<file path="config.mk">
export PLATFORM = sky130hd
export DESIGN_NAME = substitute_command_splitter_flat
export DESIGN_NICKNAME = d
export VERILOG_FILES = /design/src/scp_pkg.sv /design/src/scp_cmd_if.sv /design/src/scp_res_if.sv /design/src/scp_step.sv /design/src/substitute_command_splitter.sv /design/src/flat_wrapper.sv
export SDC_FILE = /design/constraint.sdc
export NUM_CORES = 1
export LEC_CHECK = 0
export BUFFER_PORTS_ARGS = -buffer_cell sky130_fd_sc_hd__buf_4
export CORE_MARGIN = 4
export CORE_UTILIZATION = 53
export CTS_BUF_LIST = sky130_fd_sc_hd__clkbuf_16
export CTS_CLUSTER_SIZE = 8
export DETAILED_ROUTE_END_ITERATION = 10
export GPL_ROUTABILITY_DRIVEN = 0
export PLACE_DENSITY = 0.8
export RECOVER_POWER = 50
export SYNTH_ARGS = -nofsm -noshare
export SYNTH_HDL_FRONTEND = slang
export SYNTH_SLANG_ARGS = --single-unit
</file>
<file path="constraint.sdc">
create_clock -name clk -period 2.1 [get_ports clk]
set_input_delay 0.105 -clock clk [delete_from_list [all_inputs] [get_ports clk]]
set_output_delay 0.105 -clock clk [all_outputs]
set_load 0.02 [all_outputs]
</file>
<file path="src/scp_pkg.sv">
// shared types and constants for the substitute command splitter
`default_nettype none

package scp_pkg;

    // parse phase of the command body
    typedef enum logic [1:0] {
        PH_DELIM,
        PH_PAT,
        PH_REP,
        PH_FLAGS
    } scp_phase_t;

    // byte roles
    localparam logic [2:0] ROLE_DELIM = 3'd0;
    localparam logic [2:0] ROLE_PAT   = 3'd1;
    localparam logic [2:0] ROLE_REP   = 3'd2;
    localparam logic [2:0] ROLE_FLAG  = 3'd3;
    localparam logic [2:0] ROLE_IGN   = 3'd4;

    // status codes
    localparam logic [2:0] ST_OK        = 3'd0;
    localparam logic [2:0] ST_EMPTY     = 3'd1;
    localparam logic [2:0] ST_BAD_DELIM = 3'd2;
    localparam logic [2:0] ST_BAD_FLAG  = 3'd3;
    localparam logic [2:0] ST_CONFLICT  = 3'd4;

    // flag bit positions
    localparam int FB_G    = 0;
    localparam int FB_C    = 1;
    localparam int FB_N    = 2;
    localparam int FB_I    = 3;
    localparam int FB_BIGI = 4;
    localparam int FB_P    = 5;
    localparam int FB_E    = 6;

    // characters of interest
    localparam logic [7:0] CH_G      = 8'h67;  // g
    localparam logic [7:0] CH_C      = 8'h63;  // c
    localparam logic [7:0] CH_N      = 8'h6E;  // n
    localparam logic [7:0] CH_I      = 8'h69;  // i
    localparam logic [7:0] CH_BIGI   = 8'h49;  // I
    localparam logic [7:0] CH_P      = 8'h70;  // p
    localparam logic [7:0] CH_E      = 8'h65;  // e
    localparam logic [7:0] CH_SPACE  = 8'h20;
    localparam logic [7:0] CH_TAB    = 8'h09;
    localparam logic [7:0] CH_BSLASH = 8'h5C;
    localparam logic [7:0] CH_DEL    = 8'h7F;

    localparam int LEN_W  = 12;
    localparam int FLAG_W = 7;

    // parser state carried between requests
    typedef struct packed {
        scp_phase_t         phase;
        logic [7:0]         delimiter;
        logic               esc;
        logic [FLAG_W-1:0]  flags;
        logic [2:0]         err;
        logic [LEN_W-1:0]   pat_cnt;
        logic [LEN_W-1:0]   rep_cnt;
    } scp_state_t;

    localparam scp_state_t STATE_RST = '{
        phase:     PH_DELIM,
        delimiter: 8'd0,
        esc:       1'b0,
        flags:     '0,
        err:       ST_OK,
        pat_cnt:   '0,
        rep_cnt:   '0
    };

    // one result
    typedef struct packed {
        logic [2:0]         role;
        logic               done_res;
        logic [2:0]         status;
        logic [FLAG_W-1:0]  flag_set;
        logic [LEN_W-1:0]   pattern_len;
        logic [LEN_W-1:0]   replacement_len;
    } scp_result_t;

endpackage

`default_nettype wire

</file>
<file path="src/scp_cmd_if.sv">
// request channel carrying command body bytes
`default_nettype none

interface scp_cmd_if;
    logic       valid;
    logic       ready;
    logic [7:0] ch;
    logic       last;
    logic       empty_req;

    modport source (output valid, output ch, output last, output empty_req, input ready);
    modport sink   (input valid, input ch, input last, input empty_req, output ready);
endinterface

`default_nettype wire

</file>
<file path="src/scp_res_if.sv">
// result channel carrying byte role and command summary
`default_nettype none

interface scp_res_if;
    logic        valid;
    logic        ready;
    logic [2:0]  role;
    logic        done_res;
    logic [2:0]  status;
    logic [6:0]  flag_set;
    logic [11:0] pattern_len;
    logic [11:0] replacement_len;

    modport source (output valid, output role, output done_res, output status,
                    output flag_set, output pattern_len, output replacement_len,
                    input ready);
    modport sink   (input valid, input role, input done_res, input status,
                    input flag_set, input pattern_len, input replacement_len,
                    output ready);
endinterface

`default_nettype wire

</file>
<file path="src/scp_step.sv">
// per-byte parse step: next state and result from current state and one byte
`default_nettype none

module scp_step #(
    parameter int BODY_MAX = 4096
) (
    input  scp_pkg::scp_state_t  cur,
    input  logic [7:0]           ch,
    input  logic                 last,
    input  logic                 empty_req,
    output scp_pkg::scp_state_t  nxt,
    output scp_pkg::scp_result_t res
);

    localparam logic [scp_pkg::LEN_W-1:0] LEN_CAP =
        scp_pkg::LEN_W'((BODY_MAX - 1 < 4095) ? BODY_MAX - 1 : 4095);

    logic                       good_delim;
    logic                       hit_delim;
    logic                       flag_known;
    logic [scp_pkg::FLAG_W-1:0] flag_bit;
    logic [2:0]                 final_st;

    // delimiter must be printable punctuation
    always_comb
    begin
        good_delim = (ch > scp_pkg::CH_SPACE) && (ch < scp_pkg::CH_DEL);
        if (ch == scp_pkg::CH_BSLASH)
            good_delim = 1'b0;
        if (ch >= 8'h30 && ch <= 8'h39)
            good_delim = 1'b0;
        if ((ch >= 8'h41 && ch <= 8'h5A) || (ch >= 8'h61 && ch <= 8'h7A))
            good_delim = 1'b0;
    end

    // flag byte decode
    always_comb
    begin
        flag_known = 1'b1;
        flag_bit   = '0;
        case (ch) inside
            scp_pkg::CH_G:    flag_bit[scp_pkg::FB_G]    = 1'b1;
            scp_pkg::CH_C:    flag_bit[scp_pkg::FB_C]    = 1'b1;
            scp_pkg::CH_N:    flag_bit[scp_pkg::FB_N]    = 1'b1;
            scp_pkg::CH_I:    flag_bit[scp_pkg::FB_I]    = 1'b1;
            scp_pkg::CH_BIGI: flag_bit[scp_pkg::FB_BIGI] = 1'b1;
            scp_pkg::CH_P:    flag_bit[scp_pkg::FB_P]    = 1'b1;
            scp_pkg::CH_E:    flag_bit[scp_pkg::FB_E]    = 1'b1;
            scp_pkg::CH_SPACE, scp_pkg::CH_TAB: flag_bit = '0;
            default:          flag_known = 1'b0;
        endcase
    end

    assign hit_delim = !cur.esc && (ch == cur.delimiter);

    always_comb
    begin
        nxt      = cur;
        res      = '0;
        res.role = scp_pkg::ROLE_IGN;
        final_st = scp_pkg::ST_OK;
        if (empty_req)
        begin
            nxt          = scp_pkg::STATE_RST;
            res.done_res = 1'b1;
            res.status   = scp_pkg::ST_EMPTY;
        end
        else
        begin
            if (cur.err != scp_pkg::ST_OK)
            begin
                res.role = scp_pkg::ROLE_IGN;
            end
            else
            begin
                unique case (cur.phase) inside
                    scp_pkg::PH_DELIM:
                    begin
                        res.role = scp_pkg::ROLE_DELIM;
                        if (good_delim)
                        begin
                            nxt.delimiter = ch;
                            nxt.phase     = scp_pkg::PH_PAT;
                        end
                        else
                        begin
                            nxt.err = scp_pkg::ST_BAD_DELIM;
                        end
                    end
                    scp_pkg::PH_PAT, scp_pkg::PH_REP:
                    begin
                        if (hit_delim)
                        begin
                            res.role  = scp_pkg::ROLE_DELIM;
                            nxt.phase = (cur.phase == scp_pkg::PH_PAT) ?
                                        scp_pkg::PH_REP : scp_pkg::PH_FLAGS;
                        end
                        else
                        begin
                            if (cur.esc)
                                nxt.esc = 1'b0;
                            else if (ch == scp_pkg::CH_BSLASH && !last)
                                nxt.esc = 1'b1;
                            if (cur.phase == scp_pkg::PH_PAT)
                            begin
                                res.role = scp_pkg::ROLE_PAT;
                                if (cur.pat_cnt < LEN_CAP)
                                    nxt.pat_cnt = cur.pat_cnt + 1'b1;
                            end
                            else
                            begin
                                res.role = scp_pkg::ROLE_REP;
                                if (cur.rep_cnt < LEN_CAP)
                                    nxt.rep_cnt = cur.rep_cnt + 1'b1;
                            end
                        end
                    end
                    default:
                    begin
                        res.role = scp_pkg::ROLE_FLAG;
                        if (flag_known)
                            nxt.flags = cur.flags | flag_bit;
                        else
                            nxt.err = scp_pkg::ST_BAD_FLAG;
                    end
                endcase
            end

            // summary on the final byte, then back to reset state
            if (last)
            begin
                final_st = nxt.err;
                if (final_st == scp_pkg::ST_OK && nxt.flags[scp_pkg::FB_I] &&
                    nxt.flags[scp_pkg::FB_BIGI])
                    final_st = scp_pkg::ST_CONFLICT;
                res.done_res        = 1'b1;
                res.status          = final_st;
                res.flag_set        = nxt.flags;
                res.pattern_len     = nxt.pat_cnt;
                res.replacement_len = nxt.rep_cnt;
                nxt                 = scp_pkg::STATE_RST;
            end
        end
    end

endmodule

`default_nettype wire

</file>
<file path="src/substitute_command_splitter.sv">
// top level of the substitute command splitter
//
// usage: the cmd channel carries the body of a substitute command one byte
// per request (ch, last marks the final byte, empty_req stands for a whole
// empty body). the res channel returns exactly one result per request: the
// role of that byte, and on the final byte (done_res) the status, flag set
// and the saturating pattern and replacement lengths.
//
// timing: a request lands in an input register, one combinational parse
// step against the parser state produces the result into the output
// register. a result becomes valid once its request has passed the input
// register and then the output register, and while results are taken one
// request is taken every cycle; the parser state update is the single
// per-byte loop.
//
// reset: rst_n clears both register valids and returns the parser to the
// expect-delimiter phase with all counts, flags and status cleared.
//
// stall: when res.ready is low the output register holds its result, the
// input register fills, and cmd.ready drops until the result is taken.
`default_nettype none

module substitute_command_splitter #(
    parameter int BODY_MAX = 4096
) (
    input  wire logic  clk,
    input  wire logic  rst_n,
    scp_cmd_if.sink    cmd,
    scp_res_if.source  res
);

    localparam logic [scp_pkg::LEN_W-1:0] LEN_CAP =
        scp_pkg::LEN_W'((BODY_MAX - 1 < 4095) ? BODY_MAX - 1 : 4095);

    // input register
    logic       in_vld_reg;
    logic [7:0] ch_reg;
    logic       last_reg;
    logic       empty_reg;

    // parser state
    scp_pkg::scp_state_t  state_reg;
    scp_pkg::scp_state_t  state_next;

    // output register
    logic                 out_vld_reg;
    scp_pkg::scp_result_t res_reg;
    scp_pkg::scp_result_t res_next;

    logic adv;

    // move a request forward when the output register is free or draining
    assign adv       = in_vld_reg && (!out_vld_reg || res.ready);
    assign cmd.ready = !in_vld_reg || adv;

    scp_step #(
        .BODY_MAX (BODY_MAX)
    ) u_step (
        .cur       (state_reg),
        .ch        (ch_reg),
        .last      (last_reg),
        .empty_req (empty_reg),
        .nxt       (state_next),
        .res       (res_next)
    );

    // input register control
    always_ff @(posedge clk or negedge rst_n)
    begin
        if (!rst_n)
            in_vld_reg <= 1'b0;
        else if (cmd.ready)
            in_vld_reg <= cmd.valid;
    end

    // input payload, no reset needed
    always_ff @(posedge clk)
    begin
        if (cmd.ready && cmd.valid)
        begin
            ch_reg    <= cmd.ch;
            last_reg  <= cmd.last;
            empty_reg <= cmd.empty_req;
        end
    end

    // parser state advances with each request that moves to the output
    always_ff @(posedge clk or negedge rst_n)
    begin
        if (!rst_n)
            state_reg <= scp_pkg::STATE_RST;
        else if (adv)
            state_reg <= state_next;
    end

    // output register control
    always_ff @(posedge clk or negedge rst_n)
    begin
        if (!rst_n)
            out_vld_reg <= 1'b0;
        else if (adv)
            out_vld_reg <= 1'b1;
        else if (res.ready)
            out_vld_reg <= 1'b0;
    end

    // output payload
    always_ff @(posedge clk)
    begin
        if (adv)
            res_reg <= res_next;
    end

    assign res.valid           = out_vld_reg;
    assign res.role            = res_reg.role;
    assign res.done_res        = res_reg.done_res;
    assign res.status          = res_reg.status;
    assign res.flag_set        = res_reg.flag_set;
    assign res.pattern_len     = res_reg.pattern_len;
    assign res.replacement_len = res_reg.replacement_len;

    // summary fields are zero except on the final result
    a_summary_zero: assert property (@(posedge clk) disable iff (!rst_n)
        (out_vld_reg && !res_reg.done_res) |->
        (res_reg.status == scp_pkg::ST_OK && res_reg.flag_set == '0 &&
         res_reg.pattern_len == '0 && res_reg.replacement_len == '0))
        else $error("summary fields set on a non-final result");

    // a finished body leaves the parser in its reset state
    a_done_resets: assert property (@(posedge clk) disable iff (!rst_n)
        (adv && res_next.done_res) |=> (state_reg == scp_pkg::STATE_RST))
        else $error("parser state not cleared after final byte");

    // ignored role only after a latched error or for an empty body
    a_ign_cause: assert property (@(posedge clk) disable iff (!rst_n)
        (adv && res_next.role == scp_pkg::ROLE_IGN) |->
        (state_reg.err != scp_pkg::ST_OK || empty_reg))
        else $error("byte ignored without an error");

    // lengths never pass the cap
    a_len_cap: assert property (@(posedge clk) disable iff (!rst_n)
        (state_reg.pat_cnt <= LEN_CAP && state_reg.rep_cnt <= LEN_CAP))
        else $error("field length beyond cap");

    // a latched error holds until the body ends
    a_err_hold: assert property (@(posedge clk) disable iff (!rst_n)
        (state_reg.err != scp_pkg::ST_OK && !(adv && res_next.done_res)) |=>
        (state_reg.err == $past(state_reg.err)))
        else $error("latched error changed mid-body");

endmodule

`default_nettype wire

</file>
<file path="src/flat_wrapper.sv">
// flat-port wrapper written by rule: the top's interface ports become plain ports
module substitute_command_splitter_flat 
#(
    parameter int BODY_MAX = 4096
)
  (clk, rst_n, cmd_valid, cmd_ch, cmd_last, cmd_empty_req, cmd_ready, res_valid, res_role, res_done_res, res_status, res_flag_set, res_pattern_len, res_replacement_len, res_ready);
  scp_cmd_if cmd_i ();
  scp_res_if res_i ();
  input  wire logic clk;
  input  wire logic rst_n;
  input wire logic [$bits(cmd_i.valid)-1:0] cmd_valid;
  input wire logic [$bits(cmd_i.ch)-1:0] cmd_ch;
  input wire logic [$bits(cmd_i.last)-1:0] cmd_last;
  input wire logic [$bits(cmd_i.empty_req)-1:0] cmd_empty_req;
  output wire logic [$bits(cmd_i.ready)-1:0] cmd_ready;
  output wire logic [$bits(res_i.valid)-1:0] res_valid;
  output wire logic [$bits(res_i.role)-1:0] res_role;
  output wire logic [$bits(res_i.done_res)-1:0] res_done_res;
  output wire logic [$bits(res_i.status)-1:0] res_status;
  output wire logic [$bits(res_i.flag_set)-1:0] res_flag_set;
  output wire logic [$bits(res_i.pattern_len)-1:0] res_pattern_len;
  output wire logic [$bits(res_i.replacement_len)-1:0] res_replacement_len;
  input wire logic [$bits(res_i.ready)-1:0] res_ready;
  assign cmd_i.valid = cmd_valid;
  assign cmd_i.ch = cmd_ch;
  assign cmd_i.last = cmd_last;
  assign cmd_i.empty_req = cmd_empty_req;
  assign cmd_ready = cmd_i.ready;
  assign res_valid = res_i.valid;
  assign res_role = res_i.role;
  assign res_done_res = res_i.done_res;
  assign res_status = res_i.status;
  assign res_flag_set = res_i.flag_set;
  assign res_pattern_len = res_i.pattern_len;
  assign res_replacement_len = res_i.replacement_len;
  assign res_i.ready = res_ready;
  substitute_command_splitter #(.BODY_MAX(BODY_MAX)) u_core (.clk(clk), .rst_n(rst_n), .cmd(cmd_i), .res(res_i));
endmodule
</file>
# [Yosys cells after proc, flatten, opt, wreduce, memory -nomap -nowiden]
# Index checks and enable logic that the tools add are counted.
# Widths: inputs -> output; s select.
[word_totals] reg_bits=95 latchBits=0 ramBits=0 rom_bits=0 input_bits=14 output_inout_bits=40 wordCells=155 n_memories=0
[op_classes] addsub=2 n_mul=0 div=0 n_lt_le_gt_ge=10 n_eq_ne=17 shifts=0 mux=70 bitwise=2 n_reduce_logical=34
[op_table] operator="$mux 45" n=4
[op_table] operator="$eq 8x7->1 const B" n=8
[op_table] operator="$mux 12" n=4
[op_table] operator="$mux 24" n=2
[op_table] operator="$mux 1" n=46
[op_table] operator="$mux 35" n=1
[op_table] operator="$add 12x1->12 const B" n=2
[op_table] operator="$lt 12x12->1 const B" n=2
[op_table] operator="$ge 8x7->1 const B" n=2
[op_table] operator="$le 8x7->1 const B" n=2
[op_table] operator="$mux 7" n=2
[op_table] operator="$reduce_bool 3->1" n=4
[op_table] operator="$logic_and 1x1->1" n=10
[op_table] operator="$mux 10" n=1
[op_table] operator="$mux 3" n=3
[op_table] operator="$eq 8x4->1 const B" n=1
[op_table] operator="$eq 8x6->1 const B" n=1
[op_table] operator="$eq 8x8->1" n=1
[op_table] operator="$ge 8x6->1 const B" n=1
[op_table] operator="$gt 8x6->1 const B" n=1
[op_table] operator="$le 8x6->1 const B" n=1
[op_table] operator="$lt 8x7->1 const B" n=1
[op_table] operator="$mux 8" n=1
[op_table] operator="$ne 4x2->1 const B" n=2
[op_table] operator="other kinds (18)" n=32

# [Depth between registers and ports, before layout]
# Gate-level depths: netlist of the first run.
[depth] word_depth=19 ltp_mapped=9 ltp_nobuf=8

# [By module]
# From an unflattened synthesis of the first run, not the netlist that was laid out.
[hier_totals] cells_unflattened=494 area_unflattened_um2=5460.2
[modules_own_cells] module="substitute_command_splitter" n_inst=1 cells_each=151 area_each_um2=3370.7 seq_area_each_um2=2617.5
[modules_own_cells] module="scp_step" n_inst=1 cells_each=343 area_each_um2=2089.5 seq_area_each_um2=0.0

# [Worst setup path before layout of the first run]
# No wires, ideal clock.
[synth_path] path_type="reg-to-reg" startpoint="register u_core.out_vld_reg (netlist: u_core.res.valid)" endpoint="register u_core.res_reg, in the netlist u_core.res.done_res, enable pin" setup_ps=417 arrival_ps=2014 t_required_ps=1683 path_slack_ps=-331 path_stages_with_launch=5 n_path_buf=1 synth_period_minus_slack_ps=2431 path_cell_list="dfrtp_1 > nand2b_1 > nand2_1 > clkinv_1 > clkbuf_1"
[synth_via] elab_chain_len=3
[synth_lines] element="from (decl)" line="substitute_command_splitter.sv:46" rtl="logic out_vld_reg;"
[synth_lines] element="from (signal assigned)" line="substitute_command_splitter.sv:100" rtl="out_vld_reg <= 1'b0;"
[synth_lines] element="from (signal assigned)" line="substitute_command_splitter.sv:102" rtl="out_vld_reg <= 1'b1;"
[synth_lines] element="from (signal assigned)" line="substitute_command_splitter.sv:104" rtl="out_vld_reg <= 1'b0;"
[synth_lines] element="$logic_not 1->1" line="substitute_command_splitter.sv:53" rtl="assign adv = in_vld_reg && (!out_vld_reg || res.ready);"
[synth_lines] element="$logic_or 1x1->1" line="substitute_command_splitter.sv:53"
[synth_lines] element="$logic_and 1x1->1" line="substitute_command_splitter.sv:53"
[synth_lines] element="via u_core.adv" line="substitute_command_splitter.sv:50" rtl="logic adv;"
[synth_lines] element="to (signal assigned)" line="substitute_command_splitter.sv:111" rtl="res_reg <= res_next;"
[synth_lines] element="to (decl)" line="substitute_command_splitter.sv:47" rtl="scp_pkg::scp_result_t res_reg;"
# The timed path passes the listed nets, and every way through them passes these cells.
# A chain may end at the register's enable or synchronous reset.

# [Worst setup path in the final report of the first run]
[layout_path] startpoint="register u_core.ch_reg[7]" endpoint="register u_core.res_reg, in the netlist u_core.res.status[0], data pin"
[layout_via] elab_chain_len=19 word_cells_on_any_way=57 cone_classes="order compare: 8; eq/ne: 10; mux: 29; bitwise: 1; reduce/logical: 9"
[layout_lines] element="from (decl)" line="substitute_command_splitter.sv:37" rtl="logic [7:0] ch_reg;"
[layout_lines] element="from (signal assigned)" line="substitute_command_splitter.sv:81" rtl="ch_reg <= cmd.ch;"
[layout_lines] element="$eq 8x6->1 (no line) / $eq 8x4->1 (equally long branches)"
[layout_lines] element="$reduce_or 2->1" line="scp_step.sv:41" rtl="case (ch) inside"
[layout_lines] element="$mux 1 (8 in series)" line="scp_step.sv:41"
[layout_lines] element="$mux 3" line="scp_step.sv:121" rtl="if (flag_known)"
[layout_lines] element="$pmux 3 s2" line="scp_step.sv:76" rtl="unique case (cur.phase) inside"
[layout_lines] element="$mux 45 (*)" line="scp_step.sv:70" rtl="if (cur.err != scp_pkg::ST_OK)"
[layout_lines] element="$mux 45 (*)" line="scp_step.sv:62" rtl="if (empty_req)"
[layout_lines] element="$logic_not 3->1" line="scp_step.sv:133" rtl="if (final_st == scp_pkg::ST_OK && nxt.flags[scp_pkg::FB_I] &&"
[layout_lines] element="$logic_and 1x1->1 (2 in series)" line="scp_step.sv:133"
[layout_lines] element="$mux 3 (*)" line="scp_step.sv:133"
[layout_lines] element="$mux 35 (*)" line="scp_step.sv:130" rtl="if (last)"
# Mark *: on every way between the ends. The rest lies on a longest branch, timed or not. The select of a mux whose other input is x is not followed.

==> impl_metrics.toml, run 1 <==
[power_and_ir_drop]
power_frac_comb_pct = 17.8
clkPwrFrac_pct = 35.8
vdd_drop_max_mv = 0.491
switchingPower_w = 0.00129
p_leak_nw = 2.64
power_density_mw_per_mm2 = 701
intPower_w = 0.00328
switching_share_pct = 28.1
pwr-share-seq_pct = 46.4

[logic_synthesis]
ys_types = 65
yosysSeqAreaShare_pct = 52.6
ys_ff_latch = 95
synth_edf_count = 48
synth_nets = 484
synthFlopType = "edfxtp_1"
synthArstFlopShare_pct = 49.5
avgSynthCellArea_um2 = 10.7
syn_inst = 464
syn_area_mm2 = 0.00497
yosysWarnings = 0

[timing]
finalMaxSlewViolations = 0
slew_headroom_pct = 16.1
tightest_slew_ns = 1.26
finalSetupViolCount = 22
timing.final.crit_share_pct = 105
worst_clock_skew_ns = 0.00585
worst_slack_ns = -0.0990
clock.fmax_ghz = 0.455
hold_violations = 0
rsz0062_at_grt = "true"
finalCriticalPeriod_ns = 2.20

[cts]
cts_buffers = 9
cts_tree = "built"
worstSkewPairLatency_ns = 0.34
clkTransAtPathRegs_ns = 0.07
cts_root_buffer = "clkbuf_16"
cts.path.max_buffers = 2
h-tree-depth = 3
clkSinkCount = 95

[floorplanning]
core_area_mm2 = 0.00920
die_area_mm2 = 0.0110
start_util_pct = 54.1
num_io_pins = 54
rows = 35
die_w_um = 105
die_h_um = 105

[worst_setup_path]
critical_path_class = "reg -> reg"
r2r-start = "u_core.ch_reg[7]$_DFFE_PP_"
cp.arrival_ns = 2.30
r2r_cells = 7
worstPathRequired_ns = 2.20
cp-end-kind = "flip-flop"
crit-reg2reg-capture = "u_core.res.status[0]$_SDFFCE_PP1P_"
reg2reg_slack_ns = -0.1
cp_max_fo = 4
cp-start-kind = "flip-flop"

[cells_and_area]
final_nets = 600
fin_util_pct = 70.9
fin_area_mm2 = 0.00652
drive_gt1_share_pct = 28.4
fin_cells = 696
synthToLayoutAreaGrowth_pct = 31.1
diodes = 0
largest_reg_flops = 45

[min_path]
hp-class = "in -> reg"
hold_end = "u_core.res.valid$_DFFE_PN0P_"
min_from = "res_ready"
hold_depth = 3

[detailed_routing]
drc = 0
vias = 4307
firstDrtPassIters = 6
vias_per_cell = 6.19
finalWirelength_um = 13200
drtIter0Drc = 317
routedWlPerCell_um = 19.0
postRouteAntennaNets = 0

[placement]
placed_cell_area_mm2 = 0.00575
io_buffer_count = 53
place_inst = 653
place_hpwl_um = 7970

[run_status]
outcome = "finished, violations left"
violations = "setup timing"

[global_route]
grt_max_degree = 48
grt_antenna_before_repair = 0
grtUsageTotal_pct = 22.5
grt_pass1_wl_um = 20000
overflow = 0
grt_pass1_vias = 4055

[job]
drv_cap = 0
## worst max path at each step
stage / end / startpoint / slack, ns / cells past startpoint
floorplan: u_core.res.pattern_len[5]$_SDFFCE_PP0P_ / u_core.state_reg[12]$_DFFE_PN0P_ / 0.05 / 8
global placement: u_core.res.replacement_len[1]$_SDFFCE_PP0P_ / u_core.ch_reg[7]$_DFFE_PP_ / -0.04 / 7
global route: u_core.res.replacement_len[6]$_SDFFCE_PP0P_ / u_core.state_reg[43]$_DFFE_PN0P_ / -0.18 / 7
finish: u_core.res.status[0]$_SDFFCE_PP1P_ / u_core.ch_reg[7]$_DFFE_PP_ / -0.1 / 7
detailed placement: u_core.state_reg[6]$_DFFE_PN0P_ / u_core.ch_reg[4]$_DFFE_PP_ / -0.13 / 7
CTS: u_core.state_reg[44]$_DFFE_PN0P_ / u_core.ch_reg[0]$_DFFE_PP_ / -0.002 / 6
## worst max-delay path, cell delays in order (launching register included)
cell and delay (ns):
edfxtp_1 0.44, buf_6 0.15, buf_4 0.14, or3_1 0.40, nor3_1 0.33, or4_4 0.22, nand2b_1 0.07, a31o_2 0.20
## per-stage QoR
stage | hold slack, ns | TNS, ns | power (W) | setup WS [ns]
2_1_floorplan | -0.191 | 0 | 0.00257 | 0.0454
3_3_place_gp | 0.175 | -0.250 | 0.00283 | -0.0440
3_5_place_dp | 0.170 | -1.11 | 0.00285 | -0.133
4_1_cts | 0.0612 | -0.00231 | 0.00450 | -0.00231
5_1_grt | 0.0661 | -3.97 | 0.00474 | -0.176
6_report | 0.0475 | -0.637 | 0.00457 | -0.0990
## cells in the final DEF (no fill, tap or decap), types with 6 or more instances in the layout
cell type / instances
buf_4: 60
edfxtp_1: 48
nor2_1: 47
dfrtp_1: 47
clkbuf_1: 32
a21oi_1: 31
nand2_1: 25
o21ai_1: 15
buf_6: 14
inv_1: 13
a31oi_1: 12
dlygate4sd3_1: 12
nand2b_1: 11
xor2_1: 11
o31ai_1: 10
clkbuf_4: 10
clkbuf_16: 9
and3_1: 8
o21ai_0: 8
nand4_1: 8
a21oi_2: 7
nor3_1: 7
nand3_1: 7
a22o_1: 7
nor2b_1: 6
or3_1: 6
xor2_2: 6
xnor2_1: 6
ha_1: 6
## timing repair
action | CTS | global route
buffers inserted | 3 | 11
gates resized for setup | 11 | 64
gates cloned | 0 | 1
pin swaps | 4 | 30
setup endpoints to repair | 27 | 51
endpoints found under the hold margin | 58 | 0
hold buffers | 12 | 0
## logic make-up after synthesis
group,after synthesis,synth area share [%]
compound gates,124,17.4
xor+xnor,23,4.50
fa+ha+maj,6,1.51
buf+inv,41,4.00
flops,95,52.6
mux,2,0.402
simple gates,173,19.6
## synth_stat cells, types with 3 or more instances
master / instances / area, um2
nand2_1: 27 / 101
nor2b_1: 6 / 37.5
and2_1: 7 / 43.8
buf_6: 4 / 45.0
xor2_2: 3 / 48.8
a311oi_1: 3 / 26.3
o21ai_1: 13 / 65.1
nor4_1: 5 / 31.3
a22o_1: 7 / 61.3
nand2b_1: 11 / 68.8
nor3_1: 8 / 40.0
or3_1: 9 / 56.3
dfrtp_1: 47 / 1180
nand3_1: 14 / 70.1
and3_1: 9 / 56.3
o22ai_1: 3 / 18.8
a21oi_1: 39 / 195
nor2_1: 49 / 184
ha_1: 6 / 75.1
clkbuf_1: 11 / 41.3
buf_2: 5 / 25.0
inv_1: 14 / 52.6
nor4_4: 5 / 106
nand4_1: 8 / 50.1
a31oi_1: 12 / 75.1
or4_1: 3 / 22.5
xor2_1: 14 / 123
xnor2_1: 6 / 52.6
edfxtp_1: 48 / 1440
o21ai_0: 10 / 50.1
nand3b_1: 3 / 22.5
o31ai_1: 10 / 75.1
## layer usage
layer | wire length, um | part of all wire (%) | vias to the layer above | track usage (%)
met2 | 6530 | 49 | 245 | 37.7
met3 | 1020 | 7.7 | 52 | 3.71
met5 | 0 | 0 | - | 0
met4 | 430 | 3.3 | 0 | 9.84
met1 | 5230 | 40 | 2063 | 28.7
li1 | - | - | 1947 | -
## power groups by stage
stage                     logic, W  registers (W)  clock network [W]
after global placement    0.000679        0.00215                  0
after CTS                 0.000741        0.00211            0.00165
after floorplan           0.000361        0.00221                  0
after global routing      0.000864        0.00213            0.00175
final                     0.000812        0.00212            0.00164
after detailed placement  0.000693        0.00215                  0
## area by class of cell
class | count | area (um2)
multi-input combinational | 328 | 2470
sequential | 95 | 2620
clock inverter | 7 | 73.8
clock buffer | 9 | 225
tap | 111 | 139
timing repair buffer | 130 | 933
fill | 614 | 2680
inverter | 16 | 60.1
Power figures use the tool's default switching activity.
==> inputs of run 2 (changes only) <==
Settings changed: CORE_ASPECT_RATIO set to 0.75.
==> run 2 against run 1 <==
Compared with the run above:
- the run still ends with setup timing left
- first-iteration DRC count grew 60%
- critical endpoint is now u_core.res.status[2]$_SDFFCE_PP0P_
- clock power shrank 12%
- wire length grew 3.5%
- final area grew 1.3%
- setup slack lost 0.033 ns
- largest cell class unchanged
- critical path depth is the same
- cell count grew 3.2%
- maximum frequency shrank 1.5%
- count of clock-buffer cells in the layout is the same
- flip-flop and latch count is the same
- clock skew grew 0.0071 ns
- worst hold slack gained 0.0016 ns
==> impl_metrics.toml, run 2 (same netlist as run 1, synthesis figures left out) <==
[timing]
finalSetupViolCount = 19
timing.final.crit_share_pct = 106
worst_clock_skew_ns = 0.0130
hold_violations = 0
worst_slack_ns = -0.132
finalMaxSlewViolations = 0
slew_headroom_pct = 19.5
rsz0062_at_grt = "true"
finalCriticalPeriod_ns = 2.23
tightest_slew_ns = 1.21
clock.fmax_ghz = 0.448

[worst_setup_path]
critical_path_class = "reg -> reg"
slowest_delay_ns = 0.53
crit_chain = "buf_6 > or2b_1 > a2bb2oi_1 > nor3_1 > or4_4 > a21oi_1 > o31ai_1"
crit_slowest_cell = "or4_4"
critPathTopFamily = "simple AND/OR/NAND/NOR gates"
cp-start-kind = "flip-flop"
worstPathRequired_ns = 2.20
crit_buf_inv = 1
cp_max_fo = 10
cp-end-kind = "flip-flop"
cp.arrival_ns = 2.33

[power_and_ir_drop]
vdd_drop_max_mv = 0.598
p_leak_nw = 2.65
clkPwrFrac_pct = 32.8
pwr-share-seq_pct = 47.9
power_frac_comb_pct = 19.2
switching_share_pct = 28.3
power_density_mw_per_mm2 = 668
intPower_w = 0.00316
switchingPower_w = 0.00125

[cts]
cts_tree = "built"
worstSkewPairLatency_ns = 0.35
cts.path.max_buffers = 2
cts_root_buffer = "clkbuf_16"
cts_buffers = 9
clkSinkCount = 95
clkTransAtPathRegs_ns = 0.07
h-tree-depth = 3

[detailed_routing]
vias_per_cell = 6.01
routedWlPerCell_um = 19.0
dr_wl_met3_um = 1160
drc = 0
firstDrtPassIters = 5
drtIter0Drc = 507
vias = 4315
route.met2.wl_um = 6310
wl_met1_um = 5870
top_layer_used = "met4"
postRouteAntennaNets = 0
finalWirelength_um = 13700

[cells_and_area]
seqCellArea_mm2 = 0.00262
synthToLayoutAreaGrowth_pct = 32.8
layout_commonest_cell = "buf_4"
largest_reg_flops = 45
final_nets = 605
diodes = 0
drive_gt1_share_pct = 29.5
most-common-layout-cells = "buf_4 (61), edfxtp_1 (48), nor2_1 (47), dfrtp_1 (47), clkbuf_1 (36)"
fill_cells = 620
multiInputGateArea_mm2 = 0.00254
fin_cells = 718

[floorplanning]
num_io_pins = 54
die_h_um = 91.9
core_area_mm2 = 0.00908
start_util_pct = 54.8
die_w_um = 120
die_area_mm2 = 0.0110
rows = 30

[placement]
dp_slack_ns = -0.0911
io_buffer_count = 53
place_inst = 679
place_hpwl_um = 8170

[min_path]
hp-class = "in -> reg"

[job]
drv_cap = 0

[global_route]
grt_antenna_before_repair = 0
grt_pass1_wl_um = 20200
grtUsageTotal_pct = 23.1
grt_max_degree = 63
overflow = 0
grt_pass1_vias = 4067

[run_status]
violations = "setup timing"
outcome = "finished, violations left"
## run 2: cell types whose count changed in the layout (fill, tap and decap cells not counted), moves of 3 or more
cell,change
o21ai_0,-3
ha_1,-3
clkbuf_1,+4
buf_6,-3
o21ai_2,+3
nand3_4,-3
## run 2: area by class of cell
type / count / share of cell area [%]
Clock buffer: 9 / 3.41
Timing Repair Buffer: 134 / 14.6
Clock inverter: 7 / 0.493
Sequential cell: 95 / 39.6
Tap cell: 128 / 2.42
Multi-Input combinational cell: 329 / 38.5
Inverter: 16 / 0.947
## run 2: worst paths after layout
kind	start	endpoint	slack [ns]	cells after the start
worst min-delay path	res_ready	u_core.res.valid$_DFFE_PN0P_	0.05	3
worst max register to register	u_core.ch_reg[6]$_DFFE_PP_	u_core.res.status[2]$_SDFFCE_PP0P_	-0.13	7
max in group asynchronous	rst_n	u_core.state_reg[1]$_DFFE_PN0P_	0.82	2
worst max-delay path	u_core.ch_reg[6]$_DFFE_PP_	u_core.res.status[2]$_SDFFCE_PP0P_	-0.13	7
worst min register to register	u_core.state_reg[33]$_DFFE_PN0P_	u_core.state_reg[33]$_DFFE_PN0P_	0.50	2
min in group asynchronous	rst_n	u_core.state_reg[42]$_DFFE_PN0P_	0.54	2
## run 2: per-stage QoR
step	setup TNS (ns)	utilization (%)	area (um2)	total power, W	hold WS, ns
finish	-1.05	72.7	6610	0.00441	0.0492
global route	-3.88	72.7	6610	0.00456	0.0884
CTS	-0.0549	70.3	6380	0.00435	0.0423
detailed placement	-1.09	64.5	5860	0.00286	0.162
global placement	-0.163	64.5	5860	0.00285	0.167
floorplan	0	-	4980	0.00257	-0.191
## run 2: worst register-to-register path: stages (launching register included)
cell and delay (ns):
edfxtp_1 0.46, buf_6 0.19, or2b_1 0.22, a2bb2oi_1 0.23, nor3_1 0.09, or4_4 0.53
a21oi_1 0.18, o31ai_1 0.10
## run 2: repair_timing
| action | 4_1_cts | 5_1_grt |
|---|---|---|
| gates cloned | 1 | 1 |
| buffers inserted | 1 | 8 |
| gates resized for setup | 24 | 59 |
| setup endpoints to repair | 34 | 46 |
| hold endpoints to repair | 58 | 0 |
| pin swaps | 11 | 36 |
| hold buffers | 12 | 0 |
## run 2: routing by layer
metal	global-route usage, %	vias to the layer above
li1	-	1951
met1	33.0	2081
met2	34.3	246
met3	5.92	37
met4	8.48	0
met5	0	-
## run 2: power groups by stage
| stage | combinational, W | clock, W | sequential [W] |
|---|---|---|---|
| detailed placement | 0.000715 | 0 | 0.00215 |
| global placement | 0.000703 | 0 | 0.00214 |
| global route | 0.000899 | 0.00154 | 0.00212 |
| finish | 0.000848 | 0.00145 | 0.00211 |
| CTS | 0.000776 | 0.00146 | 0.00211 |
| floorplan | 0.000361 | 0 | 0.00221 |
